[src/rtl/core/stftfw_pkg.sv]
`default_nettype none

package stftfw_pkg;

    localparam int OUT_BITS = 23;
    localparam logic [63:0] PI_HALF_Q30 = 64'd1686629713;
    localparam logic [63:0] ONE_Q30 = 64'd1073741824;
    localparam logic signed [23:0] OUT_MAX = 24'sd4194303;
    localparam logic signed [23:0] OUT_MIN = -24'sd4194304;

    typedef enum logic [2:0] {
        ST_IDLE,
        ST_WIN,
        ST_WIN_WAIT,
        ST_MAC,
        ST_MAC_WAIT,
        ST_OUT
    } stftfw_state_t;

    // controller to datapath
    typedef struct packed {
        logic samp_we;
        logic ph_clear;
        logic win_issue;
        logic mac_issue;
        logic first;
        logic last;
        logic step_clear;
        logic step_next;
        logic bank_flip;
    } stftfw_cmd_t;

    // datapath to controller
    typedef struct packed {
        logic win_done;
        logic bin_ready;
    } stftfw_stat_t;

    // sin(x) in Q15 for x in Q30 over one quadrant, capped at 1.0
    function automatic logic [16:0] sine_poly(input logic [63:0] x);
        logic [63:0] x2;
        logic [63:0] t;
        logic [63:0] s;
        logic [63:0] q;
        x2 = (x * x + 64'd536870912) >> 30;
        t = ONE_Q30;
        t = ONE_Q30 - ((x2 * t) >> 30) / 64'd110;
        t = ONE_Q30 - ((x2 * t) >> 30) / 64'd72;
        t = ONE_Q30 - ((x2 * t) >> 30) / 64'd42;
        t = ONE_Q30 - ((x2 * t) >> 30) / 64'd20;
        t = ONE_Q30 - ((x2 * t) >> 30) / 64'd6;
        s = (x * t) >> 30;
        q = (s + 64'd16384) >> 15;
        if (q > 64'd32768)
        begin
            q = 64'd32768;
        end
        return q[16:0];
    endfunction

endpackage

`default_nettype wire

[src/rtl/core/stft_forward_sine_window.sv]
// Forward STFT, sine window, 50 percent overlap.
// Input channel: in_valid / in_stall with one signed sample per request.
// Samples are collected into blocks of HALF_WINDOW. The request that
// completes a block starts a transform over the previous block and the
// new one (2*HALF_WINDOW points); the first frame after reset sees an
// all-zero previous block.
// Output channel: out_valid / out_stall, HALF_WINDOW+1 requests per frame,
// bins 0 to HALF_WINDOW, frame_last high on the final bin.
// A sample that does not complete a block is taken without a stall.
// After the completing request a windowing pass runs, then each bin is
// computed on one multiply-accumulate pipeline (two multipliers, real and
// imaginary).
// in_stall stays high from the completing sample until the last bin leaves.
// A stalled receiver holds the current bin on the ports and pauses the
// transform. Reset clears the block fill, the bank flags and all control.
`default_nettype none

module stft_forward_sine_window #(
    parameter int HALF_WINDOW = 32,
    parameter int SAMPLE_BITS = 16
) (
    input  wire logic               clk,
    input  wire logic               rst_n,
    input  wire logic               in_valid,
    output logic                    in_stall,
    input  wire logic signed [15:0] sample,
    output logic                    out_valid,
    input  wire logic               out_stall,
    output logic [5:0]              bin_index,
    output logic signed [22:0]      bin_real,
    output logic signed [22:0]      bin_imag,
    output logic                    frame_last
);

    localparam int KW = $clog2(HALF_WINDOW+1);

    stftfw_pkg::stftfw_cmd_t cmd;
    stftfw_pkg::stftfw_stat_t stat;
    logic signed [SAMPLE_BITS-1:0] samp_x;
    logic [$clog2(HALF_WINDOW)-1:0] fill_idx;
    logic [$clog2(2*HALF_WINDOW)-1:0] mac_n;
    logic [KW-1:0] bin_k;
    logic [stftfw_pkg::OUT_BITS-1:0] res_real, res_imag;

    // up to 16 bits: take the low SAMPLE_BITS bits as a signed sample; wider: zero-extend
    if (SAMPLE_BITS <= 16)
    begin : g_narrow
        assign samp_x = $signed(sample[SAMPLE_BITS-1:0]);
    end
    else
    begin : g_wide
        assign samp_x = $signed({(SAMPLE_BITS-16)'(0), sample});
    end

    stftfw_ctrl #(
        .HALF_WINDOW(HALF_WINDOW)
    ) u_ctrl (
        .clk      (clk),
        .rst_n    (rst_n),
        .in_valid (in_valid),
        .in_stall (in_stall),
        .out_valid(out_valid),
        .out_stall(out_stall),
        .stat     (stat),
        .cmd      (cmd),
        .fill_idx (fill_idx),
        .mac_n    (mac_n),
        .bin_k    (bin_k),
        .bin_last (frame_last)
    );

    stftfw_dp #(
        .HALF_WINDOW(HALF_WINDOW),
        .SAMPLE_BITS(SAMPLE_BITS)
    ) u_dp (
        .clk     (clk),
        .rst_n   (rst_n),
        .cmd     (cmd),
        .stat    (stat),
        .samp_x  (samp_x),
        .fill_idx(fill_idx),
        .mac_n   (mac_n),
        .res_real(res_real),
        .res_imag(res_imag)
    );

    assign bin_index = 6'(bin_k);
    assign bin_real  = $signed(res_real);
    assign bin_imag  = $signed(res_imag);

endmodule

`default_nettype wire

[src/rtl/core/stftfw_ctrl.sv]
`default_nettype none

module stftfw_ctrl #(
    parameter int HALF_WINDOW = 32
) (
    input  wire logic                            clk,
    input  wire logic                            rst_n,
    input  wire logic                            in_valid,
    output logic                                 in_stall,
    output logic                                 out_valid,
    input  wire logic                            out_stall,
    input  wire stftfw_pkg::stftfw_stat_t        stat,
    output stftfw_pkg::stftfw_cmd_t              cmd,
    output logic [$clog2(HALF_WINDOW)-1:0]       fill_idx,
    output logic [$clog2(2*HALF_WINDOW)-1:0]     mac_n,
    output logic [$clog2(HALF_WINDOW+1)-1:0]     bin_k,
    output logic                                 bin_last
);

    localparam int AS = $clog2(HALF_WINDOW);
    localparam int NW = $clog2(2*HALF_WINDOW);
    localparam int KW = $clog2(HALF_WINDOW+1);
    localparam logic [AS-1:0] FILL_END = AS'(HALF_WINDOW-1);
    localparam logic [NW-1:0] N_END = NW'(2*HALF_WINDOW-1);
    localparam logic [KW-1:0] K_END = KW'(HALF_WINDOW);

    stftfw_pkg::stftfw_state_t state_reg, state_next;
    logic [AS-1:0] fill_reg, fill_next;
    logic [NW-1:0] n_reg, n_next;
    logic [KW-1:0] k_reg, k_next;
    logic full, n_last, k_last;

    assign full   = (fill_reg == FILL_END);
    assign n_last = (n_reg == N_END);
    assign k_last = (k_reg == K_END);

    always_comb
    begin
        state_next = state_reg;
        unique case (state_reg)
            stftfw_pkg::ST_IDLE:
            begin
                if (in_valid && full)
                begin
                    state_next = stftfw_pkg::ST_WIN;
                end
            end
            stftfw_pkg::ST_WIN:
            begin
                if (n_last)
                begin
                    state_next = stftfw_pkg::ST_WIN_WAIT;
                end
            end
            stftfw_pkg::ST_WIN_WAIT:
            begin
                if (stat.win_done)
                begin
                    state_next = stftfw_pkg::ST_MAC;
                end
            end
            stftfw_pkg::ST_MAC:
            begin
                if (n_last)
                begin
                    state_next = stftfw_pkg::ST_MAC_WAIT;
                end
            end
            stftfw_pkg::ST_MAC_WAIT:
            begin
                if (stat.bin_ready)
                begin
                    state_next = stftfw_pkg::ST_OUT;
                end
            end
            stftfw_pkg::ST_OUT:
            begin
                if (!out_stall)
                begin
                    state_next = k_last ? stftfw_pkg::ST_IDLE : stftfw_pkg::ST_MAC;
                end
            end
            default:
            begin
                state_next = stftfw_pkg::ST_IDLE;
            end
        endcase
    end

    always_comb
    begin
        cmd = '0;
        cmd.samp_we    = (state_reg == stftfw_pkg::ST_IDLE) && in_valid;
        cmd.step_clear = cmd.samp_we && full;
        cmd.step_next  = (state_reg == stftfw_pkg::ST_OUT) && !out_stall && !k_last;
        cmd.bank_flip  = (state_reg == stftfw_pkg::ST_WIN_WAIT) && stat.win_done;
        cmd.ph_clear   = cmd.step_clear || cmd.bank_flip || cmd.step_next;
        cmd.win_issue  = (state_reg == stftfw_pkg::ST_WIN);
        cmd.mac_issue  = (state_reg == stftfw_pkg::ST_MAC);
        cmd.first      = (n_reg == '0);
        cmd.last       = n_last;
        in_stall       = (state_reg != stftfw_pkg::ST_IDLE);
        out_valid      = (state_reg == stftfw_pkg::ST_OUT);
    end

    always_comb
    begin
        fill_next = fill_reg;
        n_next    = n_reg;
        k_next    = k_reg;
        if (cmd.samp_we)
        begin
            fill_next = full ? '0 : fill_reg + AS'(1);
        end
        if (cmd.win_issue || cmd.mac_issue)
        begin
            n_next = n_last ? '0 : n_reg + NW'(1);
        end
        if (cmd.bank_flip)
        begin
            k_next = '0;
        end
        else if (cmd.step_next)
        begin
            k_next = k_reg + KW'(1);
        end
    end

    always_ff @(posedge clk or negedge rst_n)
    begin
        if (!rst_n)
        begin
            state_reg <= stftfw_pkg::ST_IDLE;
            fill_reg  <= '0;
            n_reg     <= '0;
            k_reg     <= '0;
        end
        else
        begin
            state_reg <= state_next;
            fill_reg  <= fill_next;
            n_reg     <= n_next;
            k_reg     <= k_next;
        end
    end

    assign fill_idx = fill_reg;
    assign mac_n    = n_reg;
    assign bin_k    = k_reg;
    assign bin_last = k_last;

endmodule

`default_nettype wire

[src/rtl/core/stftfw_dp.sv]
`default_nettype none

module stftfw_dp #(
    parameter int HALF_WINDOW = 32,
    parameter int SAMPLE_BITS = 16
) (
    input  wire logic                                clk,
    input  wire logic                                rst_n,
    input  wire stftfw_pkg::stftfw_cmd_t             cmd,
    output stftfw_pkg::stftfw_stat_t                 stat,
    input  wire logic signed [SAMPLE_BITS-1:0]       samp_x,
    input  wire logic [$clog2(HALF_WINDOW)-1:0]      fill_idx,
    input  wire logic [$clog2(2*HALF_WINDOW)-1:0]    mac_n,
    output logic [stftfw_pkg::OUT_BITS-1:0]          res_real,
    output logic [stftfw_pkg::OUT_BITS-1:0]          res_imag
);

    localparam int N  = HALF_WINDOW;
    localparam int SB = SAMPLE_BITS;
    localparam int AS = $clog2(N);
    localparam int RW = $clog2(N+1);
    localparam int NW = $clog2(2*N);
    localparam int PW = SB + 17;
    localparam int AW = PW + NW + 1;
    localparam int RB = (AW - 14 > 24) ? AW - 14 : 24;
    localparam logic [RW:0] N_R = (RW+1)'(N);

    // quarter-wave sine table, built at elaboration
    logic [16:0] qtab [0:N];
    for (genvar gi = 0; gi <= N; gi++)
    begin : g_qtab
        localparam logic [63:0] XV =
            (stftfw_pkg::PI_HALF_Q30 * 64'(gi) + 64'(N/2)) / 64'(N);
        assign qtab[gi] = stftfw_pkg::sine_poly(XV);
    end

    function automatic logic signed [16:0] twid(input logic [1:0] q, input logic [RW-1:0] r);
        logic [RW-1:0] rr;
        logic [16:0] m;
        rr = q[0] ? RW'(N_R[RW-1:0] - r) : r;
        m = qtab[rr];
        return q[1] ? -$signed(m) : $signed(m);
    endfunction

    function automatic logic [stftfw_pkg::OUT_BITS-1:0] round_sat(input logic signed [AW-1:0] a);
        logic neg;
        logic [AW-1:0] mag;
        logic [AW:0] rs;
        logic signed [RB-1:0] sv;
        neg = a[AW-1];
        mag = neg ? AW'(-a) : AW'(a);
        rs = {1'b0, mag} + (AW+1)'(16384);
        sv = neg ? -$signed(RB'(rs[AW:15])) : $signed(RB'(rs[AW:15]));
        if (sv > RB'(stftfw_pkg::OUT_MAX))
        begin
            sv = RB'(stftfw_pkg::OUT_MAX);
        end
        else if (sv < RB'(stftfw_pkg::OUT_MIN))
        begin
            sv = RB'(stftfw_pkg::OUT_MIN);
        end
        return sv[stftfw_pkg::OUT_BITS-1:0];
    endfunction

    // sample banks: one holds the current block, the other the previous one
    logic [SB-1:0] mem_a [0:N-1];
    logic [SB-1:0] mem_b [0:N-1];
    logic [SB-1:0] tmem [0:2*N-1];
    logic bank_reg;
    logic [1:0] written_reg;

    // phase as quadrant and residue, residue below N
    logic [1:0] ph_q_reg, step_q_reg, inc_q, ph_q_next;
    logic [RW-1:0] ph_r_reg, step_r_reg, inc_r, ph_r_next;
    logic [RW:0] ph_sum, step_sum;

    logic [SB-1:0] a_rd_reg, b_rd_reg, y_rd_reg;
    logic signed [16:0] cos_reg, sin_reg;
    logic s1_v_reg, s1_win_reg, s1_first_reg, s1_last_reg, s1_bank_reg;
    logic s2_v_reg, s2_win_reg, s2_first_reg, s2_last_reg;
    logic signed [PW-1:0] p_re_reg, p_im_reg;
    logic signed [AW-1:0] acc_re_reg, acc_im_reg;
    logic acc_done_reg;
    logic [NW-1:0] wr_n_reg;
    logic [stftfw_pkg::OUT_BITS-1:0] res_re_reg, res_im_reg;

    logic issue, rd_bank;
    logic signed [SB-1:0] x_sel, mul_a;
    logic [PW-1:0] w_mag;
    logic [PW:0] w_rs;
    logic [SB-1:0] y_val;

    assign issue   = cmd.win_issue || cmd.mac_issue;
    assign rd_bank = ph_q_reg[0] ? bank_reg : ~bank_reg;
    assign inc_q   = cmd.win_issue ? 2'd0 : step_q_reg;
    assign inc_r   = cmd.win_issue ? RW'(1) : step_r_reg;

    always_comb
    begin
        ph_sum = {1'b0, ph_r_reg} + {1'b0, inc_r};
        ph_q_next = ph_q_reg + inc_q;
        ph_r_next = ph_sum[RW-1:0];
        if (ph_sum >= N_R)
        begin
            ph_r_next = RW'(ph_sum - N_R);
            ph_q_next = ph_q_reg + inc_q + 2'd1;
        end
        step_sum = {1'b0, step_r_reg} + (RW+1)'(2);
    end

    always_ff @(posedge clk or negedge rst_n)
    begin
        if (!rst_n)
        begin
            ph_q_reg    <= '0;
            ph_r_reg    <= '0;
            step_q_reg  <= '0;
            step_r_reg  <= '0;
            bank_reg    <= 1'b0;
            written_reg <= '0;
            wr_n_reg    <= '0;
            s1_v_reg    <= 1'b0;
            s2_v_reg    <= 1'b0;
            acc_done_reg <= 1'b0;
        end
        else
        begin
            if (cmd.ph_clear)
            begin
                ph_q_reg <= '0;
                ph_r_reg <= '0;
            end
            else if (issue)
            begin
                ph_q_reg <= ph_q_next;
                ph_r_reg <= ph_r_next;
            end
            if (cmd.step_clear)
            begin
                step_q_reg <= '0;
                step_r_reg <= '0;
            end
            else if (cmd.step_next)
            begin
                if (step_sum >= N_R)
                begin
                    step_r_reg <= RW'(step_sum - N_R);
                    step_q_reg <= step_q_reg + 2'd1;
                end
                else
                begin
                    step_r_reg <= step_sum[RW-1:0];
                end
            end
            if (cmd.samp_we)
            begin
                written_reg[bank_reg] <= 1'b1;
            end
            if (cmd.bank_flip)
            begin
                bank_reg <= ~bank_reg;
            end
            if (s2_v_reg && s2_win_reg)
            begin
                wr_n_reg <= s2_last_reg ? '0 : wr_n_reg + NW'(1);
            end
            s1_v_reg     <= issue;
            s2_v_reg     <= s1_v_reg;
            acc_done_reg <= s2_v_reg && !s2_win_reg && s2_last_reg;
        end
    end

    // memories and payload stages
    always_ff @(posedge clk)
    begin
        if (cmd.samp_we && !bank_reg)
        begin
            mem_a[fill_idx] <= samp_x;
        end
        if (cmd.samp_we && bank_reg)
        begin
            mem_b[fill_idx] <= samp_x;
        end
        a_rd_reg <= mem_a[ph_r_reg[AS-1:0]];
        b_rd_reg <= mem_b[ph_r_reg[AS-1:0]];
        y_rd_reg <= tmem[mac_n];
        sin_reg  <= twid(ph_q_reg, ph_r_reg);
        cos_reg  <= twid(ph_q_reg + 2'd1, ph_r_reg);
        s1_win_reg   <= cmd.win_issue;
        s1_first_reg <= cmd.first;
        s1_last_reg  <= cmd.last;
        s1_bank_reg  <= rd_bank;
        p_re_reg <= mul_a * cos_reg;
        p_im_reg <= mul_a * sin_reg;
        s2_win_reg   <= s1_win_reg;
        s2_first_reg <= s1_first_reg;
        s2_last_reg  <= s1_last_reg;
        if (s2_v_reg && s2_win_reg)
        begin
            tmem[wr_n_reg] <= y_val;
        end
        if (s2_v_reg && !s2_win_reg)
        begin
            acc_re_reg <= (s2_first_reg ? AW'(0) : acc_re_reg) + AW'(p_re_reg);
            acc_im_reg <= (s2_first_reg ? AW'(0) : acc_im_reg) - AW'(p_im_reg);
        end
        if (acc_done_reg)
        begin
            res_re_reg <= round_sat(acc_re_reg);
            res_im_reg <= round_sat(acc_im_reg);
        end
    end

    always_comb
    begin
        x_sel = '0;
        if (written_reg[s1_bank_reg])
        begin
            x_sel = s1_bank_reg ? $signed(b_rd_reg) : $signed(a_rd_reg);
        end
        mul_a = s1_win_reg ? x_sel : $signed(y_rd_reg);
        // windowed sample: divide by 2^15, round half away from zero
        w_mag = p_im_reg[PW-1] ? PW'(-p_im_reg) : PW'(p_im_reg);
        w_rs  = {1'b0, w_mag} + (PW+1)'(16384);
        y_val = p_im_reg[PW-1] ? SB'(-w_rs[PW:15]) : SB'(w_rs[PW:15]);
    end

    assign stat.win_done  = s2_v_reg && s2_win_reg && s2_last_reg;
    assign stat.bin_ready = acc_done_reg;
    assign res_real = res_re_reg;
    assign res_imag = res_im_reg;

endmodule

`default_nettype wire

[config.mk]
export PLATFORM = sky130hd
export DESIGN_NAME = stft_forward_sine_window
export DESIGN_NICKNAME = d
export VERILOG_FILES = /design/src/rtl/core/stftfw_pkg.sv /design/src/rtl/core/stft_forward_sine_window.sv /design/src/rtl/core/stftfw_ctrl.sv /design/src/rtl/core/stftfw_dp.sv
export SDC_FILE = /design/constraint.sdc
export NUM_CORES = 2
export LEC_CHECK = 0
export ABC_AREA = 1
export BUFFER_PORTS_ARGS = -buffer_cell sky130_fd_sc_hd__buf_4
export CAP_MARGIN = 20
export CORE_ASPECT_RATIO = 0.6
export CORE_MARGIN = 4
export CORE_UTILIZATION = 64
export CTS_BUF_LIST = sky130_fd_sc_hd__clkbuf_8 sky130_fd_sc_hd__clkbuf_16
export CTS_CLUSTER_SIZE = 8
export DETAILED_ROUTE_END_ITERATION = 12
export HOLD_SLACK_MARGIN = 0.1
export PLACE_DENSITY = 0.87
export REMOVE_ABC_BUFFERS = 1
export SLEW_MARGIN = 5
export SYNTH_ARGS = -nofsm -noshare
export SYNTH_HDL_FRONTEND = slang
export SYNTH_HIERARCHICAL = 1
export SYNTH_SLANG_ARGS = --single-unit
[constraint.sdc]
create_clock -name clk -period 8.17 [get_ports clk]
set_clock_uncertainty 0.05 [all_clocks]
set_input_delay 0.817 -clock clk [delete_from_list [all_inputs] [get_ports clk]]
set_output_delay 0.817 -clock clk [all_outputs]
set_load 0.01 [all_outputs]
# [After elaboration in Yosys (flattened, before gate mapping)]
# Memory sizes are Yosys's and may differ from the RTL's. A register that Yosys moved wholly into a read port is not among the register bits.
# Cells that the tools add are included.
[classes] add_sub_neg=26 multipliers=2 div_mod_pow=0 magnitude_cmp=11 eq_ne=14 n_shift=0 n_mux=59 bitwise_logic=4 n_reduce_logical=29
[op_table] op="$mux W40" n=4
[op_table] op="$mux W17" n=6
[op_table] op="$add A40 B15 Y41 const B" n=2
[op_table] op="$neg A40 Y40" n=2
[op_table] op="$mux W6" n=13
[op_table] op="$mul A16 B17 Y33" n=2
[op_table] op="$mux W16" n=4
[op_table] op="$gt A26 B23 Y1 const B" n=2
[op_table] op="$lt A26 B23 Y1 const B" n=2
[op_table] op="$mux W26" n=2
[op_table] op="$neg A26 Y26" n=2
[op_table] op="$mux W23" n=2
[op_table] op="$add A40 B33 Y40" n=1
[op_table] op="$sub A40 B33 Y40" n=1
[op_table] op="$neg A17 Y17" n=2
[op_table] op="$add A31 B15 Y31 const B" n=1
[op_table] op="$mux W31" n=1
[op_table] op="$neg A31 Y31" n=1
[op_table] op="$add A6 B1 Y6 const B" n=3
[op_table] op="$mux W3" n=6
[op_table] op="$pmux W3 S6" n=1
[op_table] op="$mux W2" n=8
[op_table] op="$neg A16 Y16" n=1
[op_table] op="$ge A7 B6 Y1 const B" n=2
[op_table] op="other kinds (32)" n=74
[word_totals] regBits=281 latch_bits=0 ramBits=2048 rom_bits=2176 output_inout_bits=55 wordCells=179 mem_count=5
[memory_table] memory="(no name shown)" depth=64 word_bits=17 read_ports=1 rd_clocked_by_memory_dff=0 wr=0 line="stftfw_dp.sv:41" rtl="m = qtab[rr];"
[memory_table] memory="(no name shown)" depth=64 word_bits=17 read_ports=1 rd_clocked_by_memory_dff=0 wr=0 line="stftfw_dp.sv:41"
[memory_table] memory="u_dp.tmem" depth=64 word_bits=16 read_ports=1 rd_clocked_by_memory_dff=1 wr=1 line="stftfw_dp.sv:68" rtl="logic [SB-1:0] tmem [0:2*N-1];"
[memory_table] memory="u_dp.mem_a" depth=32 word_bits=16 read_ports=1 rd_clocked_by_memory_dff=1 wr=1 line="stftfw_dp.sv:66" rtl="logic [SB-1:0] mem_a [0:N-1];"
[memory_table] memory="u_dp.mem_b" depth=32 word_bits=16 read_ports=1 rd_clocked_by_memory_dff=1 wr=1 line="stftfw_dp.sv:67" rtl="logic [SB-1:0] mem_b [0:N-1];"

# [Depth between registers and ports, before layout]
[logic_depth] depth_word=8 mapped_depth=38 ltp_nobuf=36

# [Cells and area by module]
# The synthesis kept the hierarchy.
[by_module_without_submodules] mod="stftfw_dp" n_inst=1 cells_each=11475 area_each_um2=122581.3 seq_area_each_um2=69061.2
[by_module_without_submodules] mod="stftfw_ctrl" n_inst=1 cells_each=164 area_each_um2=1203.7 seq_area_each_um2=500.5

# [Worst setup path before layout]
# Ideal clock, no wire load.
[synth_timing] kind="reg-to-reg" startpoint="register u_dp.s1_bank_reg" endpoint="register u_dp.p_re_reg[29]" setup_ns=0.072 arrival_time_ns=6.537 path_slack_ns=1.511 path_stages_with_launch=31 path_buffers=3 synth_period_minus_slack_ns=6.659 cell_sequence="dfxtp_1 clkbuf_1 a21oi_1 clkbuf_1 o211ai_1 nand2_1 nand2_1 inv_2 buf_1 nand2_1 fa_1 inv_1 fa_1 inv_1 fa_1 inv_1 fa_1 fa_1 inv_1 fa_1 inv_1 ha_1 a21oi_1 a21boi_0 inv_1 nand2_1 nand2_1 a21oi_1 o21ai_0 a21oi_1 xnor2_1"
[synth_via] elab_chain_len=5 word_cells_on_any_way=6
[synth_lines] element="from (decl)" line="stftfw_dp.sv:79" rtl="logic s1_v_reg, s1_win_reg, s1_first_reg, s1_last_reg, s1_bank_reg;"
[synth_lines] element="from (signal assigned)" line="stftfw_dp.sv:192" rtl="s1_bank_reg <= rd_bank;"
[synth_lines] element="$mux W1 (implied by the code) (2 in a row)" line="stftfw_dp.sv:217" rtl="if (written_reg[s1_bank_reg])"
[synth_lines] element="$mux W16 (*)" line="stftfw_dp.sv:217"
[synth_lines] element="$mux W16 (*)" line="stftfw_dp.sv:221" rtl="mul_a = s1_win_reg ? x_sel : $signed(y_rd_reg);"
[synth_lines] element="$mul A16 B17 Y33 (*)" line="stftfw_dp.sv:193" rtl="p_re_reg <= mul_a * cos_reg;"
[synth_lines] element="to (signal assigned)" line="stftfw_dp.sv:193"
[synth_lines] element="to (decl)" line="stftfw_dp.sv:81" rtl="logic signed [PW-1:0] p_re_reg, p_im_reg;"
# Every way passes the cells marked *; elsewhere a longest branch is shown, timed or not. The select of a mux whose other input is x is not followed.
# A chain may end at the register's enable or synchronous reset.

# [Worst setup path in the final report]
[layout_timing] startpoint="register u_dp.s1_bank_reg" endpoint="register u_dp.p_im_reg[30]"
[layout_via] elab_chain_len=5 word_cells_on_any_way=6
[layout_lines] element="$mux W1 (implied by the code) (2 in a row)" line="stftfw_dp.sv:217"
[layout_lines] element="$mux W16 (*)" line="stftfw_dp.sv:217"
[layout_lines] element="$mux W16 (*)" line="stftfw_dp.sv:221"
[layout_lines] element="$mul A16 B17 Y33 (*)" line="stftfw_dp.sv:194" rtl="p_im_reg <= mul_a * sin_reg;"
[layout_lines] element="to (signal assigned)" line="stftfw_dp.sv:194"
[layout_lines] element="to (decl)" line="stftfw_dp.sv:81"
# Marked as above.

==> results_dict.tcl <==
set metrics [dict create \
    clockBufferDepth 4 \
    tightestPinTransition_ns 1.310 \
    ys_seq_area_share_pct 56.20 \
    design_area_um2 137000 \
    insertion_delay_ns 0.89 \
    synth_top_area_share_pct 52.74 \
    yosysMostFrequentCell "edfxtp_1" \
    io_buffers 74 \
    period_minus_slack_ns 7.821 \
    power_leakage_uw 0.05024 \
    run_status "completed" \
    reg2reg_slack_ns 0.35 \
    path_clk_slew_ns 0.05 \
    cp_slowest_cell "fa_1" \
    wirelength_um 380800 \
    rows 124 \
    power_density_nw_per_um2 189.5 \
    dieArea_um2 200700 \
    rr_startpoint "u_dp/s1_bank_reg$_DFF_P_" \
    initial_utilization_pct 64.71 \
    grt_pass1_wl_um 570100 \
    cp_common_cell "fa_1" \
    whs_ns 0.2726 \
    postRouteAntennaNets 0 \
    cp.required_ns 8.80 \
    synth_area_leaders "edfxtp_1 (53%), fa_1 (9.0%), nor2_1 (6.3%)" \
    drive_gt1_share_pct 8.220 \
    startpoint_type "flip-flop" \
    synth_common_cells "edfxtp_1 (2174), nor2_1 (2072), o21ai_0 (1352)" \
    critPathCapture "u_dp/p_im_reg[30]$_DFF_P_" \
    rr_worst_depth 29 \
    syn_inst 11639 \
    cts_tree "built" \
    finalSetupViolCount 0 \
    hold_class "flip-flop to flip-flop" \
    grt-ovfl-total 0 \
    yosysTopAreaCell "edfxtp_1" \
    p_switching_uw 5285 \
    netlist_area_um2 123800 \
    drt-initial-drc-count 17527 \
    dp_hpwl_um 232700 \
    vias_per_cell 6.674 \
    vias 96373 \
    instances_no_fill 14440 \
    hp-start "u_dp/s1_last_reg$_DFF_P_" \
    grt_setup_unrepaired "false" \
    hold_viol_final 0 \
    crit_type "flip-flop to flip-flop" \
    cp.arrival_ns 8.45 \
    combPwrFrac_pct 0.4 \
    largest-register "u_dp/tmem" \
    yosys_register_bits 2376 \
    slew_viol_final 0 \
    dr.pass1.iters 8 \
    cts_buffers 340 \
    top_regs "u_dp/tmem x1024, u_dp/mem_a x512, u_dp/mem_b x512" \
    grt_pass1_vias 94166 \
    gp_congestion 0.9808 \
    reg2reg_to "u_dp/p_im_reg[30]$_DFF_P_" \
    die_w_um 575.8 \
    area_growth_pct 10.70 \
    synth-edff-count 2174 \
    layout.nets 12582 \
    ys_warn_count 6 \
    startpoint "u_dp/s1_bank_reg$_DFF_P_" \
    htree_levels 5 \
    max_stage_delay_ns 0.83 \
    core_area_um2 191300 \
    maxSlewHeadroom_pct 12.24 \
    antenna_found_initial 19 \
    fmax_ghz 0.1279 \
    power.total_uw 25970 \
    p_int_uw 20690 \
    yosys.cell_types.count 64 \
    async_flop_share_pct 1.978 \
    track_usage_pct 37.13 \
    num_io_pins 75 \
    largest_reg_flops 1024 \
    maxCapViolations 0 \
    die_height_um 348.7 \
    clock-sinks 2376 \
    ir_drop_uv 234.4 \
    pwr-share-seq_pct 50.7 \
    fin_crit_sh_pct 95.72 \
    fillers 11937 \
    pwr-share-clk_pct 48.8 \
    route.detailed.drc 0 \
    worstSetupEndpointType "flip-flop" \
    routedWlPerCell_um 26.37 \
    synth_flop_cell "edfxtp_1" \
    p_sw_share_pct 20.35 \
    clockRootBuffer "clkbuf_16" \
    crit_fanout 15 \
    placed_cells 13948 \
    post_cts_buffers 0 \
    dpl_cell_area_um2 127500 \
    syn_avg_cell_area_um2 10.64 \
    grt_start_max_net_pins 210 \
]
-- per-layer routing --
metal | global-route usage, % | wire, um
met1 | 51.21 | 135300
met2 | 53.36 | 160100
met3 | 15.27 | 67720
met5 | 1.454 | 568
met4 | 13.12 | 17060
-- cell families (layout without fill, tap and decap cells) --
family / count (synthesis) / after routing / synth area share (%)
XOR/XNOR: 267 / 267 / 1.901
other: 0 / 8 / 0
adder cells (fa/ha/maj): 846 / 846 / 11.92
AND/OR/NAND/NOR: 4024 / 4024 / 13.41
buffers and inverters: 1754 / 1964 / 5.391
flip-flops: 2376 / 2376 / 56.20
AO/OA/AOI/OAI: 2372 / 2372 / 11.19
-- placed cells by master (no fill, tap or decap), types with 12 or more instances in the layout --
cell type  instances
nor3_1            46
buf_4            306
o211ai_1          47
or2_2             29
nand4_1           56
inv_2             26
xor2_1           156
nor2_1          2061
a21oi_1          193
nor3_2            26
nand2_2           65
a32oi_1           30
clkbuf_16        344
inv_1           1222
ha_1             290
o32ai_1           12
o21ai_0         1348
o21bai_1          17
o22ai_1          333
o21ai_1           16
a31oi_1           60
xnor2_1          103
nor2_2            43
o221ai_1         235
nand2_1         1288
edfxtp_1        2174
dfrtp_1           38
dfxtp_1          154
nand3_1          328
clkinv_1          20
fa_1             555
nor2_4            25
-- worst min path at each step --
| stage | slack, ns | cells past startpoint | end |
|---|---|---|---|
| after floorplan | 0.26 | 0 | u_dp/s2_first_reg$_DFF_P_ |
| after global routing | 0.28 | 0 | u_dp/s2_first_reg$_DFF_P_ |
| after detailed placement | 0.26 | 0 | u_dp/s2_last_reg$_DFF_P_ |
| after CTS | 0.27 | 0 | u_dp/s2_last_reg$_DFF_P_ |
| final | 0.27 | 0 | u_dp/s2_last_reg$_DFF_P_ |
| after global placement | 0.27 | 0 | u_dp/s2_last_reg$_DFF_P_ |
-- critical path, delay by kind of cell (launching register included) --
family                     cells  cell delay (ns)
DFF                            1             0.39
xor gates and xnor gates       1             0.15
buffers and inverters          8             1.18
AOI/OAI and AO/OA              5             1.35
and+or+nand+nor                8             0.79
adders and majority gates      7             3.75
-- what timing repair did --
action                                  in CTS  in global routing
endpoints found under the setup margin       0                  8
endpoints found under the hold margin       47                  0
resized for setup                            0                  4
hold buffers                                 1                  0
-- cell type report --
type                            instances  area (um2)  area share [%]
Sequential cell                      2376       69590           50.78
Multi-Input combinational cell       7509       47840           34.91
Clock buffer                          344        8608           6.282
Inverter                             1166        4410           3.219
Tap cell                             2583        3232           2.359
Timing Repair Buffer                  323        2587           1.888
Clock inverter                        131       739.5          0.5396
Antenna cell                            8       20.02         0.01461
-- stage by stage --
stage,util [%],setup TNS (ns),setup WS [ns]
final,71.63,0,0.3494
after global routing,71.62,0,0.04757
after CTS,71.55,0,0.3351
after detailed placement,66.66,0,0.3790
after global placement,66.66,0,0.4910
after floorplan,-,-1276.76,-18.00
-- power groups by stage --
stage,logic [uW],clock network [uW],registers (uW)
4_1_cts,104,12600,13200
6_report,109,12700,13200
3_3_place_gp,94.9,0,13400
2_1_floorplan,0.114,0,13400
5_1_grt,114,13300,13200
3_5_place_dp,102,0,13400
Note: power is estimated with default switching activity, not from simulation.
